<file path="config.mk">
export PLATFORM = sky130hd
export DESIGN_NAME = gershgorin_disc_bounds_unit
export DESIGN_NICKNAME = d
export VERILOG_FILES = /design/src/rtl/gdb_pkg.sv /design/src/rtl/gershgorin_disc_bounds_unit.sv /design/src/rtl/gdb_row_accum.sv /design/src/rtl/gdb_disc_stats.sv
export SDC_FILE = /design/constraint.sdc
export NUM_CORES = 1
export LEC_CHECK = 0
export BUFFER_PORTS_ARGS = -buffer_cell sky130_fd_sc_hd__buf_4
export CAP_MARGIN = 20
export CORE_MARGIN = 5
export CORE_UTILIZATION = 30
export DETAILED_ROUTE_END_ITERATION = 10
export PLACE_DENSITY = 0.44
export SYNTH_ARGS = -nofsm -noshare
export SYNTH_HDL_FRONTEND = slang
export SYNTH_SLANG_ARGS = --single-unit
</file>
<file path="constraint.sdc">
create_clock -name aclk -period 15.9 [get_ports aclk]
set_input_delay 3.18 -clock aclk [delete_from_list [all_inputs] [get_ports aclk]]
set_output_delay 3.18 -clock aclk [all_outputs]
set_load 0.005 [all_outputs]
</file>
<file path="src/rtl/gdb_pkg.sv">
// Shared types and constants of the Gershgorin disc bounds unit.
// No dependencies; used by gdb_row_accum, gdb_disc_stats and the top level.
package gdb_pkg;

    localparam int ElemW   = 32;
    localparam int RadiusW = 39;
    localparam int EdgeW   = 40;
    localparam int WideW   = 41;
    localparam int RowIdxW = 6;
    localparam int SizeW   = 7;

    localparam logic signed [WideW-1:0] WIDE_MAX = {1'b0, {(WideW-1){1'b1}}};
    localparam logic signed [WideW-1:0] WIDE_MIN = {1'b1, {(WideW-1){1'b0}}};
    localparam logic signed [EdgeW-1:0] EDGE_MAX = {1'b0, {(EdgeW-1){1'b1}}};
    localparam logic signed [EdgeW-1:0] EDGE_MIN = {1'b1, {(EdgeW-1){1'b0}}};
    localparam logic [RadiusW-1:0]      RADIUS_MAX = {RadiusW{1'b1}};

    // One finished row, handed from the accumulator to the disc evaluation.
    typedef struct packed {
        logic [RowIdxW-1:0]       row_index;
        logic signed [ElemW-1:0]  center;
        logic [RadiusW-1:0]       radius;
        logic                     last_row;
    } row_t;

    typedef struct packed {
        logic [RowIdxW-1:0]       row_index;
        logic signed [ElemW-1:0]  center;
        logic [RadiusW-1:0]       radius;
        logic signed [EdgeW-1:0]  lower_edge;
        logic signed [EdgeW-1:0]  upper_edge;
        logic                     disc_has_zero;
        logic signed [EdgeW-1:0]  bound_low;
        logic signed [EdgeW-1:0]  bound_high;
        logic [RadiusW-1:0]       spectral_bound;
        logic                     any_disc_has_zero;
        logic                     all_discs_positive;
        logic                     last_row;
    } result_t;

endpackage

</file>
<file path="src/rtl/gershgorin_disc_bounds_unit.sv">
// Top level of the Gershgorin disc bounds unit: stream ports and packing.
// Depends on gdb_pkg, gdb_row_accum and gdb_disc_stats.
//
// Matrix elements (signed Q16.16) enter in row-major order, one per cycle at full rate
// while s_tready is high; each row's last element produces one result, through the row
// and output registers, carrying that row's disc and the running bounds over the rows so far. The
// element path is a single 40-bit saturating add into the row register; the
// disc evaluation then runs from the row register into the output register.
// With m_tready low the two registers hold two rows before s_tready drops.
// A write on the cfg channel sets the matrix size (0 acts as 1,
// values above MAX_SIZE act as MAX_SIZE) and restarts the matrix; write it
// only while no request is in flight. m_tlast marks the final row, whose
// running figures are the matrix's bounds.
module gershgorin_disc_bounds_unit #(
    parameter int MAX_SIZE = 64
) (
    input  logic         aclk,
    input  logic         aresetn,
    input  logic         cfg_valid,
    output logic         cfg_ready,
    input  logic [6:0]   cfg_data,    // matrix_size
    input  logic         s_tvalid,
    output logic         s_tready,
    input  logic [31:0]  s_tdata,     // element_value[31:0]
    output logic         m_tvalid,
    input  logic         m_tready,
    // row_index[5:0], center[37:6], radius[76:38], lower_edge[116:77],
    // upper_edge[156:117], disc_has_zero[157], bound_low[197:158],
    // bound_high[237:198], spectral_bound[276:238], any_disc_has_zero[277],
    // all_discs_positive[278], zero pad[279]
    output logic [279:0] m_tdata,
    output logic         m_tlast      // last_row
);

    logic             restart;
    logic             row_valid, row_ready;
    gdb_pkg::row_t    row_data;
    gdb_pkg::result_t result;

    assign cfg_ready = 1'b1;
    assign restart   = cfg_valid && cfg_ready;

    gdb_row_accum #(
        .MAX_SIZE (MAX_SIZE)
    ) u_accum (
        .aclk       (aclk),
        .aresetn    (aresetn),
        .restart    (restart),
        .size_value (cfg_data),
        .in_valid   (s_tvalid),
        .in_ready   (s_tready),
        .in_elem    ($signed(s_tdata)),
        .row_valid  (row_valid),
        .row_ready  (row_ready),
        .row_data   (row_data)
    );

    gdb_disc_stats u_stats (
        .aclk       (aclk),
        .aresetn    (aresetn),
        .restart    (restart),
        .in_valid   (row_valid),
        .in_ready   (row_ready),
        .in_row     (row_data),
        .out_valid  (m_tvalid),
        .out_ready  (m_tready),
        .out_result (result)
    );

    assign m_tdata = {1'b0,
                      result.all_discs_positive,
                      result.any_disc_has_zero,
                      result.spectral_bound,
                      result.bound_high,
                      result.bound_low,
                      result.disc_has_zero,
                      result.upper_edge,
                      result.lower_edge,
                      result.radius,
                      result.center,
                      result.row_index};
    assign m_tlast = result.last_row;

endmodule

</file>
<file path="src/rtl/gdb_row_accum.sv">
// Row accumulator: column/row counters, diagonal capture, saturating radius sum.
// Depends on gdb_pkg; emits one gdb_pkg::row_t request per finished row.
module gdb_row_accum #(
    parameter int MAX_SIZE = 64
) (
    input  logic                      aclk,
    input  logic                      aresetn,
    input  logic                      restart,
    input  logic [gdb_pkg::SizeW-1:0] size_value,
    input  logic                      in_valid,
    output logic                      in_ready,
    input  logic signed [gdb_pkg::ElemW-1:0] in_elem,
    output logic                      row_valid,
    input  logic                      row_ready,
    output gdb_pkg::row_t             row_data
);

    localparam int CW = (MAX_SIZE > 1) ? $clog2(MAX_SIZE) : 1;
    localparam int SW = CW + 1;
    localparam int CMPW = 10;

    logic [SW-1:0]                   size_reg, size_next;
    logic [CW-1:0]                   col_reg, col_next;
    logic [CW-1:0]                   row_reg, row_next;
    logic signed [gdb_pkg::ElemW-1:0] center_reg, center_next;
    logic [gdb_pkg::RadiusW-1:0]     radius_reg, radius_next;
    logic                            row_valid_reg, row_valid_next;
    gdb_pkg::row_t                   row_data_reg, row_data_next;

    logic [CMPW-1:0]                 size_wide;
    logic [gdb_pkg::ElemW-1:0]       mag;
    logic [gdb_pkg::RadiusW:0]       sum;
    logic                            accept, is_diag, row_end, last;
    logic signed [gdb_pkg::ElemW-1:0] center_upd;
    logic [gdb_pkg::RadiusW-1:0]     radius_upd;

    assign in_ready  = !row_valid_reg || row_ready;
    assign accept    = in_valid && in_ready;
    assign row_valid = row_valid_reg;
    assign row_data  = row_data_reg;

    always_comb begin
        size_wide = {{(CMPW-gdb_pkg::SizeW){1'b0}}, size_value};
        if (size_wide == '0) begin
            size_wide = CMPW'(1);
        end else if (size_wide > CMPW'(MAX_SIZE)) begin
            size_wide = CMPW'(MAX_SIZE);
        end
    end

    always_comb begin
        mag = in_elem[gdb_pkg::ElemW-1] ? (~in_elem + gdb_pkg::ElemW'(1)) : in_elem;
        sum = {1'b0, radius_reg} + (gdb_pkg::RadiusW+1)'(mag);
        is_diag = (col_reg == row_reg);
        center_upd = is_diag ? in_elem : center_reg;
        if (is_diag) begin
            radius_upd = radius_reg;
        end else if (sum[gdb_pkg::RadiusW]) begin
            radius_upd = gdb_pkg::RADIUS_MAX;
        end else begin
            radius_upd = sum[gdb_pkg::RadiusW-1:0];
        end
        row_end = !(({1'b0, col_reg} + SW'(1)) < size_reg);
        last    = !(({1'b0, row_reg} + SW'(1)) < size_reg);
    end

    always_comb begin
        size_next      = size_reg;
        col_next       = col_reg;
        row_next       = row_reg;
        center_next    = center_reg;
        radius_next    = radius_reg;
        row_valid_next = row_valid_reg && !row_ready;
        row_data_next  = row_data_reg;
        if (restart) begin
            size_next   = size_wide[SW-1:0];
            col_next    = '0;
            row_next    = '0;
            center_next = '0;
            radius_next = '0;
        end else if (accept) begin
            if (row_end) begin
                row_valid_next          = 1'b1;
                row_data_next.row_index = gdb_pkg::RowIdxW'(row_reg);
                row_data_next.center    = center_upd;
                row_data_next.radius    = radius_upd;
                row_data_next.last_row  = last;
                col_next    = '0;
                row_next    = last ? '0 : row_reg + CW'(1);
                center_next = '0;
                radius_next = '0;
            end else begin
                col_next    = col_reg + CW'(1);
                center_next = center_upd;
                radius_next = radius_upd;
            end
        end
    end

    always_ff @(posedge aclk) begin
        if (!aresetn) begin
            size_reg      <= SW'(1);
            col_reg       <= '0;
            row_reg       <= '0;
            center_reg    <= '0;
            radius_reg    <= '0;
            row_valid_reg <= 1'b0;
        end else begin
            size_reg      <= size_next;
            col_reg       <= col_next;
            row_reg       <= row_next;
            center_reg    <= center_next;
            radius_reg    <= radius_next;
            row_valid_reg <= row_valid_next;
        end
        row_data_reg <= row_data_next;
    end

endmodule

</file>
<file path="src/rtl/gdb_disc_stats.sv">
// Disc evaluation: edges, zero test, spectral term and running figures per matrix.
// Depends on gdb_pkg; consumes gdb_pkg::row_t, holds the gdb_pkg::result_t output register.
module gdb_disc_stats (
    input  logic              aclk,
    input  logic              aresetn,
    input  logic              restart,
    input  logic              in_valid,
    output logic              in_ready,
    input  gdb_pkg::row_t     in_row,
    output logic              out_valid,
    input  logic              out_ready,
    output gdb_pkg::result_t  out_result
);

    logic signed [gdb_pkg::WideW-1:0] least_reg, least_next;
    logic signed [gdb_pkg::WideW-1:0] great_reg, great_next;
    logic [gdb_pkg::RadiusW-1:0]      spec_reg, spec_next;
    logic                             zero_reg, zero_next;
    logic                             pos_reg, pos_next;
    logic                             out_valid_reg, out_valid_next;
    gdb_pkg::result_t                 result_reg, result_next;

    logic                             accept;
    logic [gdb_pkg::ElemW-1:0]        cmag;
    logic signed [gdb_pkg::WideW-1:0] center_w, radius_w, lower_w, upper_w;
    logic signed [gdb_pkg::EdgeW-1:0] lower, upper;
    logic [gdb_pkg::RadiusW:0]        spec_sum;
    logic [gdb_pkg::RadiusW-1:0]      spec;
    logic                             has_zero;
    logic signed [gdb_pkg::WideW-1:0] least_upd, great_upd;
    logic [gdb_pkg::RadiusW-1:0]      spec_upd;
    logic                             zero_upd, pos_upd;

    assign in_ready   = !out_valid_reg || out_ready;
    assign accept     = in_valid && in_ready;
    assign out_valid  = out_valid_reg;
    assign out_result = result_reg;

    always_comb begin
        cmag = in_row.center[gdb_pkg::ElemW-1] ? (~in_row.center + gdb_pkg::ElemW'(1))
                                               : in_row.center;
        center_w = gdb_pkg::WideW'(in_row.center);
        radius_w = $signed({2'b00, in_row.radius});
        lower_w  = center_w - radius_w;
        upper_w  = center_w + radius_w;
        if (lower_w[gdb_pkg::WideW-1] != lower_w[gdb_pkg::EdgeW-1]) begin
            lower = lower_w[gdb_pkg::WideW-1] ? gdb_pkg::EDGE_MIN : gdb_pkg::EDGE_MAX;
        end else begin
            lower = lower_w[gdb_pkg::EdgeW-1:0];
        end
        if (upper_w[gdb_pkg::WideW-1] != upper_w[gdb_pkg::EdgeW-1]) begin
            upper = upper_w[gdb_pkg::WideW-1] ? gdb_pkg::EDGE_MIN : gdb_pkg::EDGE_MAX;
        end else begin
            upper = upper_w[gdb_pkg::EdgeW-1:0];
        end
        spec_sum = {1'b0, in_row.radius} + (gdb_pkg::RadiusW+1)'(cmag);
        spec     = spec_sum[gdb_pkg::RadiusW] ? gdb_pkg::RADIUS_MAX
                                              : spec_sum[gdb_pkg::RadiusW-1:0];
        has_zero = ((gdb_pkg::RadiusW)'(cmag) <= in_row.radius);

        least_upd = (gdb_pkg::WideW'(lower) < least_reg) ? gdb_pkg::WideW'(lower) : least_reg;
        great_upd = (gdb_pkg::WideW'(upper) > great_reg) ? gdb_pkg::WideW'(upper) : great_reg;
        spec_upd  = (spec > spec_reg) ? spec : spec_reg;
        zero_upd  = zero_reg || has_zero;
        pos_upd   = pos_reg && (lower > 0);
    end

    always_comb begin
        least_next     = least_reg;
        great_next     = great_reg;
        spec_next      = spec_reg;
        zero_next      = zero_reg;
        pos_next       = pos_reg;
        out_valid_next = out_valid_reg && !out_ready;
        result_next    = result_reg;
        if (restart) begin
            least_next = gdb_pkg::WIDE_MAX;
            great_next = gdb_pkg::WIDE_MIN;
            spec_next  = '0;
            zero_next  = 1'b0;
            pos_next   = 1'b1;
        end else if (accept) begin
            out_valid_next                 = 1'b1;
            result_next.row_index          = in_row.row_index;
            result_next.center             = in_row.center;
            result_next.radius             = in_row.radius;
            result_next.lower_edge         = lower;
            result_next.upper_edge         = upper;
            result_next.disc_has_zero      = has_zero;
            result_next.bound_low          = least_upd[gdb_pkg::EdgeW-1:0];
            result_next.bound_high         = great_upd[gdb_pkg::EdgeW-1:0];
            result_next.spectral_bound     = spec_upd;
            result_next.any_disc_has_zero  = zero_upd;
            result_next.all_discs_positive = pos_upd;
            result_next.last_row           = in_row.last_row;
            if (in_row.last_row) begin
                least_next = gdb_pkg::WIDE_MAX;
                great_next = gdb_pkg::WIDE_MIN;
                spec_next  = '0;
                zero_next  = 1'b0;
                pos_next   = 1'b1;
            end else begin
                least_next = least_upd;
                great_next = great_upd;
                spec_next  = spec_upd;
                zero_next  = zero_upd;
                pos_next   = pos_upd;
            end
        end
    end

    always_ff @(posedge aclk) begin
        if (!aresetn) begin
            least_reg     <= gdb_pkg::WIDE_MAX;
            great_reg     <= gdb_pkg::WIDE_MIN;
            spec_reg      <= '0;
            zero_reg      <= 1'b0;
            pos_reg       <= 1'b1;
            out_valid_reg <= 1'b0;
        end else begin
            least_reg     <= least_next;
            great_reg     <= great_next;
            spec_reg      <= spec_next;
            zero_reg      <= zero_next;
            pos_reg       <= pos_next;
            out_valid_reg <= out_valid_next;
        end
        result_reg <= result_next;
    end

endmodule
</file>
======== Yosys cells after proc, flatten, opt, wreduce, memory -nomap -nowiden ========
Index checks and enable logic that the tools add are counted.
storage, ports and cells
  register bits ........................... 573
  bits of input ports ..................... 44
  word-level logic and storage cells ...... 107
cells by class
  $add $sub $neg .......................... 10
  order comparisons ....................... 8
  eq/ne operators ......................... 3
  mux-type cells .......................... 29
  bitwise logic cells ..................... 5
  reduce and logical (&&, ||, !) cells .... 22
operator list
  cell                                                            number
  two-way mux 39 bit                                              6
  two-way mux 41 bit                                              4
  two-way mux 40 bit                                              4
  two-way mux 32 bit                                              4
  adder 39 x 32 -> 40 bit                                         2
  adder 32 x 2 -> 32 bit, second input constant                   2
  NOT 32 bit                                                      2
  adder 32 x 40 -> 41 bit                                         1
  greater-than comparator 40 x 41 -> 1 bit                        1
  less-than comparator 40 x 41 -> 1 bit                           1
  subtractor 32 x 40 -> 41 bit                                    1
  greater-than comparator 40 x 1 -> 1 bit, second input constant  1
  greater-than comparator 39 bit                                  1
  less-or-equal comparator 32 x 39 -> 1 bit                       1
  adder 6 x 1 -> 7 bit, second input constant                     2
  less-than comparator 7 bit                                      2
  two-way mux 7 bit                                               2
  adder 6 x 1 -> 6 bit, second input constant                     2
  two-way mux 6 bit                                               2
  AND reduction 2 bit                                             4
  greater-than comparator 7 bit, second input constant            1
  zero test 7 bit                                                 1
  two-way mux 1 bit                                               7
  == test 6 bit                                                   1
  other kinds (8)                                                 22

======== Logic depth before layout (Yosys ltp) ========
Gate-level depths: netlist of the first run.
  word-level depth ........................ 8
  depth in mapped cells ................... 35

======== Modules after synthesis ========
From an unflattened synthesis of the first run, not the netlist that was laid out.
second synthesis, totals
  cells, all modules ...................... 3686
  area, all modules ....................... 35171.2 µm²
modules (own cells, without submodules)
  module                       times used  cells an instance  area an instance (µm²)
  gdb_disc_stats               1           2597               25520.7
  gdb_row_accum                1           1085               9628.0
  gershgorin_disc_bounds_unit  1           4                  22.5

======== Worst setup path before layout of the first run ========
OpenSTA, ideal clock, no wires.
  path type ............................... input to register
  start ................................... input port m_tready
  end ..................................... register u_stats.result_reg (netlist bit u_stats.out_result[0]) (enable)
  arrival time ............................ 15233 ps
  required time ........................... 14972 ps
  slack ................................... -261 ps
  stages on the path ...................... 4
  buffers on the path ..................... 1
  path through ............................ nand2b_1 nand2_1 clkbuf_1 nor2_1
on the way
  longest elaborated chain between the ends .. 3
ends and longest elaborated chain
  what                                  RTL line                           text
  start: declaration                    gershgorin_disc_bounds_unit.sv:26  input logic m_tready,
  logical OR 1 bit                      gdb_disc_stats.sv:34               assign in_ready = !out_valid_reg || out_ready;
  logical AND 1 bit                     gdb_disc_stats.sv:35               assign accept = in_valid && in_ready;
  AND reduction 2 bit (no source line)  -
  end signal: assignment                gdb_disc_stats.sv:128              result_reg <= result_next;
  end: declaration                      gdb_disc_stats.sv:21               gdb_pkg::result_t result_reg, result_next;
Every way passes these cells.
A chain may end at the register's enable or synchronous reset.

======== Final worst setup path of the first run ========
  start ................................... register u_accum.row_data_reg (netlist bit u_accum.row_data[42])
  end ..................................... register u_stats.great_reg[37] in the netlist's numbering
on the way
  longest elaborated chain between the ends .. 6
  elaborated cells on any way between the ends .. 7
ends and longest elaborated chain
  what                                                        RTL line                                    text
  start: declaration                                          gdb_row_accum.sv:28                         gdb_pkg::row_t row_data_reg, row_data_next;
  start signal: assignment                                    gdb_row_accum.sv:116                        row_data_reg <= row_data_next;
  adder 32 x 40 -> 41 bit *                                   gdb_disc_stats.sv:45                        upper_w = center_w + radius_w;
  two-way mux 40 bit / != test 1 bit (equally long branches)  gdb_disc_stats.sv:52, gdb_disc_stats.sv:51
  two-way mux 40 bit *                                        gdb_disc_stats.sv:51                        if (upper_w[gdb_pkg::WideW-1] != upper_w[gdb_pkg::EdgeW-1]) begin
  named net u_stats.upper, one bit                            gdb_disc_stats.sv:26                        logic signed [gdb_pkg::EdgeW-1:0] lower, upper;
  greater-than comparator 40 x 41 -> 1 bit *                  gdb_disc_stats.sv:62                        great_upd = (gdb_pkg::WideW'(upper) > great_reg) ? gdb_pkg::WideW'(upper) : great_reg;
  two-way mux 41 bit *                                        gdb_disc_stats.sv:62
  two-way mux 41 bit *                                        gdb_disc_stats.sv:96                        if (in_row.last_row) begin
  end signal: assignment                                      gdb_disc_stats.sv:115                       great_reg <= gdb_pkg::WIDE_MIN;
  end signal: assignment                                      gdb_disc_stats.sv:122                       great_reg <= great_next;
  end: declaration                                            gdb_disc_stats.sv:16                        logic signed [gdb_pkg::WideW-1:0] great_reg, great_next;
Mark *: on every way through the listed nets, which the timed path passes. The rest lies on a longest branch. The select of a mux whose other input is x is not followed.

==> flow_summary.json, run 1 <==
{
  "clock_latency_ns": 0.65,
  "nNetsFinal": 4272,
  "synthSimpleGateAreaFrac_pct": 13.92,
  "critPathArrivalTime_ns": 10.30,
  "dp_hpwl_um": 94380,
  "synth_compound_area_share_pct": 19.30,
  "io_buffers": 325,
  "syn_nets": 4016,
  "crit_path_end_kind": "register",
  "reg2reg_slack_ns": 6.17,
  "p_comb_share_pct": 25.7,
  "outcome": "finished clean",
  "die_h_um": 348.9,
  "critPathRequiredTime_ns": 16.47,
  "multi_input_comb_area_um2": 17830,
  "viasPerCell": 5.096,
  "synth_top_family_by_area": "compound AO/OA/AOI/OAI gates",
  "cap_violations": 0,
  "swShare_pct": 32.73,
  "place_congestion": 0.9170,
  "timing.final.crit_share_pct": 61.18,
  "cts_max_path_buffers": 3,
  "slowest_delay_ns": 0.81,
  "core-area_um2": 114200,
  "synth_ff_type": "edfxtp_1",
  "synthMuxAreaShare_pct": 1.503,
  "fmax_mhz": 102.8,
  "min_path_cells": 0,
  "drt-pass1-iter-count": 5,
  "boundaryPins": 328,
  "ctsRootBufferMaster": "clkbuf_16",
  "peakVddDrop_uv": 67.42,
  "grt_pass1_vias": 27350,
  "synth.distinct_cells": 81,
  "crit_type": "register to register",
  "overflow": 0,
  "power_switching_mw": 1.447,
  "die_area_um2": 121700,
  "tightest_slew_ns": 1.036,
  "setup_viol": 0,
  "drive_gt1_share_pct": 13.91,
  "synth-edff-count": 358,
  "intPower_mw": 2.973,
  "synthAdderAreaFrac_pct": 11.63,
  "vias": 27930,
  "crit_fanout": 45,
  "synth.avg_cell_area_um2": 9.430,
  "ant_nets": 0,
  "grtUsageTotal_pct": 19.32,
  "async_reset_ff_share_pct": 0,
  "min_path_type": "register to register",
  "die_x_um": 348.9,
  "wl_um": 121900,
  "drcViolationCount": 0,
  "drt-initial-drc-count": 1885,
  "fillCellCount": 11760,
  "timing_hold_violations_final": 0,
  "grt_pass1_wl_um": 179900,
  "slew_violations": 0,
  "seq_power_share_pct": 38.5,
  "power.share.clock_pct": 35.7,
  "path_clk_slew_ns": 0.06,
  "grt_max_degree": 149,
  "cts.sinks": 573,
  "start_kind": "register",
  "cts_hold_buf": 0,
  "period_minus_slack_ns": 9.727,
  "synth_cells": 3654,
  "antenna_cells": 0,
  "initial_core_util_pct": 30.18,
  "final_common_cell": "nand2_1",
  "p_per_area_nw_per_um2": 108.5,
  "yosys_warnings": 0,
  "final-seq-area_um2": 15050,
  "cts_tree": "done",
  "rsz0062_at_grt": "false",
  "cp_slowest_cell": "mux2_2",
  "cts_resized": 0,
  "wl_per_cell_um": 22.24,
  "syn_area_um2": 34460,
  "layout_common_cells": "nand2_1 (376), buf_4 (362), edfxtp_1 (358)",
  "reg2reg_depth": 28,
  "ys_seq_area_share_pct": 43.69,
  "worstReg2RegStart": "u_accum.row_data[42]",
  "r2r_end": "u_stats.great_reg[37]",
  "fin_skew_ns": 0.03378,
  "synthXorXnorAreaFrac_pct": 5.058,
  "rows": 124,
  "worst_slack_ns": 6.173,
  "antenna_found_initial": 1,
  "htree_num_levels": 3,
  "hold_start": "u_accum.row_data[72]",
  "holdPathEnd": "u_stats.out_result[274]",
  "slew_headroom_pct": 30.93,
  "largest_reg_flops": 280,
  "post_cts_buffers": 0,
  "p_leak_nw": 16.26,
  "final.setup.tns_ns": 0,
  "synth_seq_cells": 573,
  "cts_buffers": 71,
  "area_growth_pct": 18.22,
  "preCtsSetupSlack_ns": 6.192
}
how the worst max path moves through the flow:
stage | startpoint | end | slack (ns) | cells after the start
after floorplan | m_tready | u_stats.out_result[0] | 4.49 | 4
after global placement | u_accum.row_data[42] | u_stats.great_reg[37] | 6.46 | 28
after detailed placement | u_accum.row_data[2] | u_stats.great_reg[37] | 6.19 | 30
after CTS | u_accum.row_data[2] | u_stats.great_reg[37] | 6.15 | 30
after global routing | u_accum.row_data[2] | u_stats.great_reg[7] | 5.48 | 30
final | u_accum.row_data[42] | u_stats.great_reg[37] | 6.17 | 28
cells by family (layout without fill, tap and decap cells):
logic type | after synthesis | in the layout
adders and majority gates | 318 | 318
and+or+nand+nor | 1041 | 1041
DFF | 573 | 573
xor gates and xnor gates | 199 | 199
buffers and inverters | 437 | 752
AOI/OAI and AO/OA | 1037 | 1037
muxes | 47 | 47
other | 2 | 2
worst max-delay path: cells and delay by family, from the launching register on:
kind	cells	cell delay [ns]
compound gates	14	3.20
simple gates	6	2.39
fa+ha+maj	3	1.59
buf+inv	3	0.95
mux	1	0.81
flops	1	0.53
xor+xnor	1	0.13
metrics by stage:
step                      hold slack, ns  cells  power, mW  utilization, %  cell area (um^2)
after floorplan                   0.4003   3654      2.459               -             34460
after global placement            0.4045   5348      2.875           33.69             38470
after detailed placement          0.4071   5349      2.871           33.70             38480
after CTS                         0.4180   5481      4.483           35.67             40740
after global routing              0.4235   5481      4.663           35.67             40740
final                             0.4149   5481      4.419           35.67             40740
cell usage after synthesis, types with 68 or more instances:
cell type / instances / share of area, %
a21oi_1: 324 / 4.7
dfxtp_1: 215 / 12
nor2_1: 265 / 2.9
clkbuf_1: 147 / 1.6
ha_1: 314 / 11
edfxtp_1: 358 / 31
inv_1: 255 / 2.8
nand2_1: 376 / 4.1
o21ai_0: 215 / 3.1
xnor2_1: 161 / 4.1
nand3_1: 87 / 1.3
a21o_1: 75 / 1.6
a22o_1: 68 / 1.7
power groups by stage:
stage	combinational, mW	sequential, mW	clock, mW
4_1_cts	1.14	1.70	1.64
2_1_floorplan	0.737	1.72	0
3_3_place_gp	1.14	1.73	0
5_1_grt	1.25	1.71	1.70
3_5_place_dp	1.14	1.73	0
6_report	1.14	1.70	1.58
cell type report:
cell class / count / share of cell area (%)
Clock buffer: 91 / 4.595
Timing Repair Buffer: 363 / 6.720
Multi-Input combinational cell: 2644 / 43.78
Tap cell: 1512 / 4.644
Inverter: 257 / 2.368
Clock inverter: 41 / 0.9399
Sequential cell: 573 / 36.96
layer usage:
layer  vias up  share of wire [%]  track usage, %
met5         -                  0               0
met4         0                2.1           4.872
met3       109                4.1           2.378
met2       651                 47           32.35
met1     13460                 47           26.58
li1      13710                  -               -
(Power assumes the default switching activity.)
==> run 2, diff against run 1 <==
Clock period 15.9 ns to 8.6 ns, I/O delays scaled along.
==> flow_summary.json, run 2 (synthesis gave the netlist of run 1 again) <==
{
  "cts.sinks": 573,
  "period_minus_slack_ns": 8.222,
  "use_met1_pct": 27.17,
  "grt_pass1_wl_um": 183000,
  "rsz0062_at_grt": "false",
  "placed_area_um2": 39030,
  "ant_nets": 0,
  "stdcell_area_um2": 41350,
  "initial_core_util_pct": 30.18,
  "cap_violations": 0,
  "overflow": 0,
  "cts_hold_buf": 0,
  "finalPower_mw": 8.272,
  "slew_violations": 0,
  "intPower_mw": 5.559,
  "crit_type": "register to register",
  "tightest_slew_ns": 1.047,
  "grt_max_degree": 127,
  "min_path_type": "register to register",
  "antenna_found_initial": 1,
  "fin_skew_ns": 0.03408,
  "use_met3_pct": 2.521,
  "die_area_um2": 121700,
  "outcome": "finished clean",
  "met2_usage_pct": 33.18,
  "crit_path_end_kind": "register",
  "peakVddDrop_uv": 131.4,
  "place_congestion": 0.8932,
  "nNetsFinal": 4338,
  "final.setup.tns_ns": 0,
  "swShare_pct": 32.80,
  "drcViolationCount": 0,
  "final_common_cell": "buf_4",
  "wl_per_cell_um": 22.36,
  "ctsRootBufferMaster": "clkbuf_16",
  "wl_um": 124000,
  "layout_common_cells": "buf_4 (423), nand2_1 (376), edfxtp_1 (358)",
  "start_kind": "register",
  "core-area_um2": 114200,
  "p_per_area_nw_per_um2": 200.0,
  "htree_num_levels": 3,
  "timing_hold_violations_final": 0,
  "power_switching_mw": 2.713,
  "die_h_um": 348.9,
  "power.share.clock_pct": 35.9,
  "timing.final.crit_share_pct": 95.60,
  "grt_pass1_vias": 27570,
  "fin_hold_ws_ns": 0.4258,
  "viasPerCell": 5.089,
  "grtUsageTotal_pct": 19.64,
  "critPathRequiredTime_ns": 9.11,
  "path_clk_slew_ns": 0.06,
  "busiest_layer": "met2",
  "io_buffers": 325,
  "fmax_mhz": 121.6,
  "preCtsSetupSlack_ns": 0.1818,
  "area_growth_pct": 20.01,
  "drive_gt1_share_pct": 15.44,
  "crit_fanout": 16,
  "largest_reg_flops": 280,
  "boundaryPins": 328,
  "rows": 124,
  "slowest_delay_ns": 0.61,
  "p_comb_share_pct": 26.2,
  "seq_power_share_pct": 38.0,
  "die_x_um": 348.9,
  "cts_buffers": 71,
  "cts_max_path_buffers": 3,
  "drt-initial-drc-count": 1766,
  "cp_common_cell": "or4_4",
  "dp_hpwl_um": 96990,
  "cts_tree": "done",
  "vias": 28230,
  "clock_latency_ns": 0.65,
  "slew_headroom_pct": 29.49,
  "cp_slowest_cell": "or4_4",
  "critPathArrivalTime_ns": 8.73,
  "drt-pass1-iter-count": 5,
  "p_leak_nw": 16.62,
  "setup_viol": 0,
  "worst_slack_ns": 0.3782,
  "antenna_cells": 0
}
-- run 2: per-stage QoR --
| stage | utilization (%) | std cells |
|---|---|---|
| 2_1_floorplan | - | 3654 |
| 3_3_place_gp | 34.18 | 5415 |
| 3_5_place_dp | 34.18 | 5415 |
| 4_1_cts | 36.19 | 5547 |
| 5_1_grt | 36.22 | 5547 |
| 6_report | 36.22 | 5547 |
-- run 2: final cells by class --
cell class	count	area, um^2
Tap cell	1512	1892
Multi-Input combinational cell	2644	17850
Clock inverter	40	374.1
Timing Repair Buffer	429	3287
Clock buffer	92	1928
Fill cell	11790	72830
Inverter	257	964.7
Sequential cell	573	15050
-- run 2: power groups by stage --
stage          sequential [mW]  combinational (mW)  clock [mW]
3_5_place_dp              3.20                2.17           0
5_1_grt                   3.15                2.39        3.18
3_3_place_gp              3.20                2.17           0
6_report                  3.14                2.17        2.97
2_1_floorplan             3.18                1.36           0
4_1_cts                   3.14                2.18        3.07
-- run 2: timing repair --
action / in CTS / in global routing
setup buffers: 0 / 0
setup endpoints to repair: 0 / 66
gates resized for setup: 0 / 5
-- run 2: final timing paths --
kind	from	endpoint	slack, ns	cells past startpoint
max reg2reg	u_accum.row_data[49]	u_stats.spec_reg[34]	0.38	30
max	u_accum.row_data[49]	u_stats.spec_reg[34]	0.38	30
min	u_accum.row_data[73]	u_stats.out_result[275]	0.43	0
min reg2reg	u_accum.row_data[73]	u_stats.out_result[275]	0.43	0
-- run 2: critical path, delay by kind of cell, from the launching register on --
family | cells | cell delay (ns)
xor gates and xnor gates | 1 | 0.09
buffers and inverters | 1 | 0.20
adders and majority gates | 2 | 0.81
AOI/OAI and AO/OA | 9 | 1.96
DFF | 1 | 0.49
and+or+nand+nor | 17 | 4.55
-- run 2: layer usage --
layer	share of wire [%]	wire length, um	up-vias
met2	47	58880	635
met5	0	0	-
li1	-	-	13830
met1	47	57770	13670
met4	1.8	2183	0
met3	4.2	5174	100
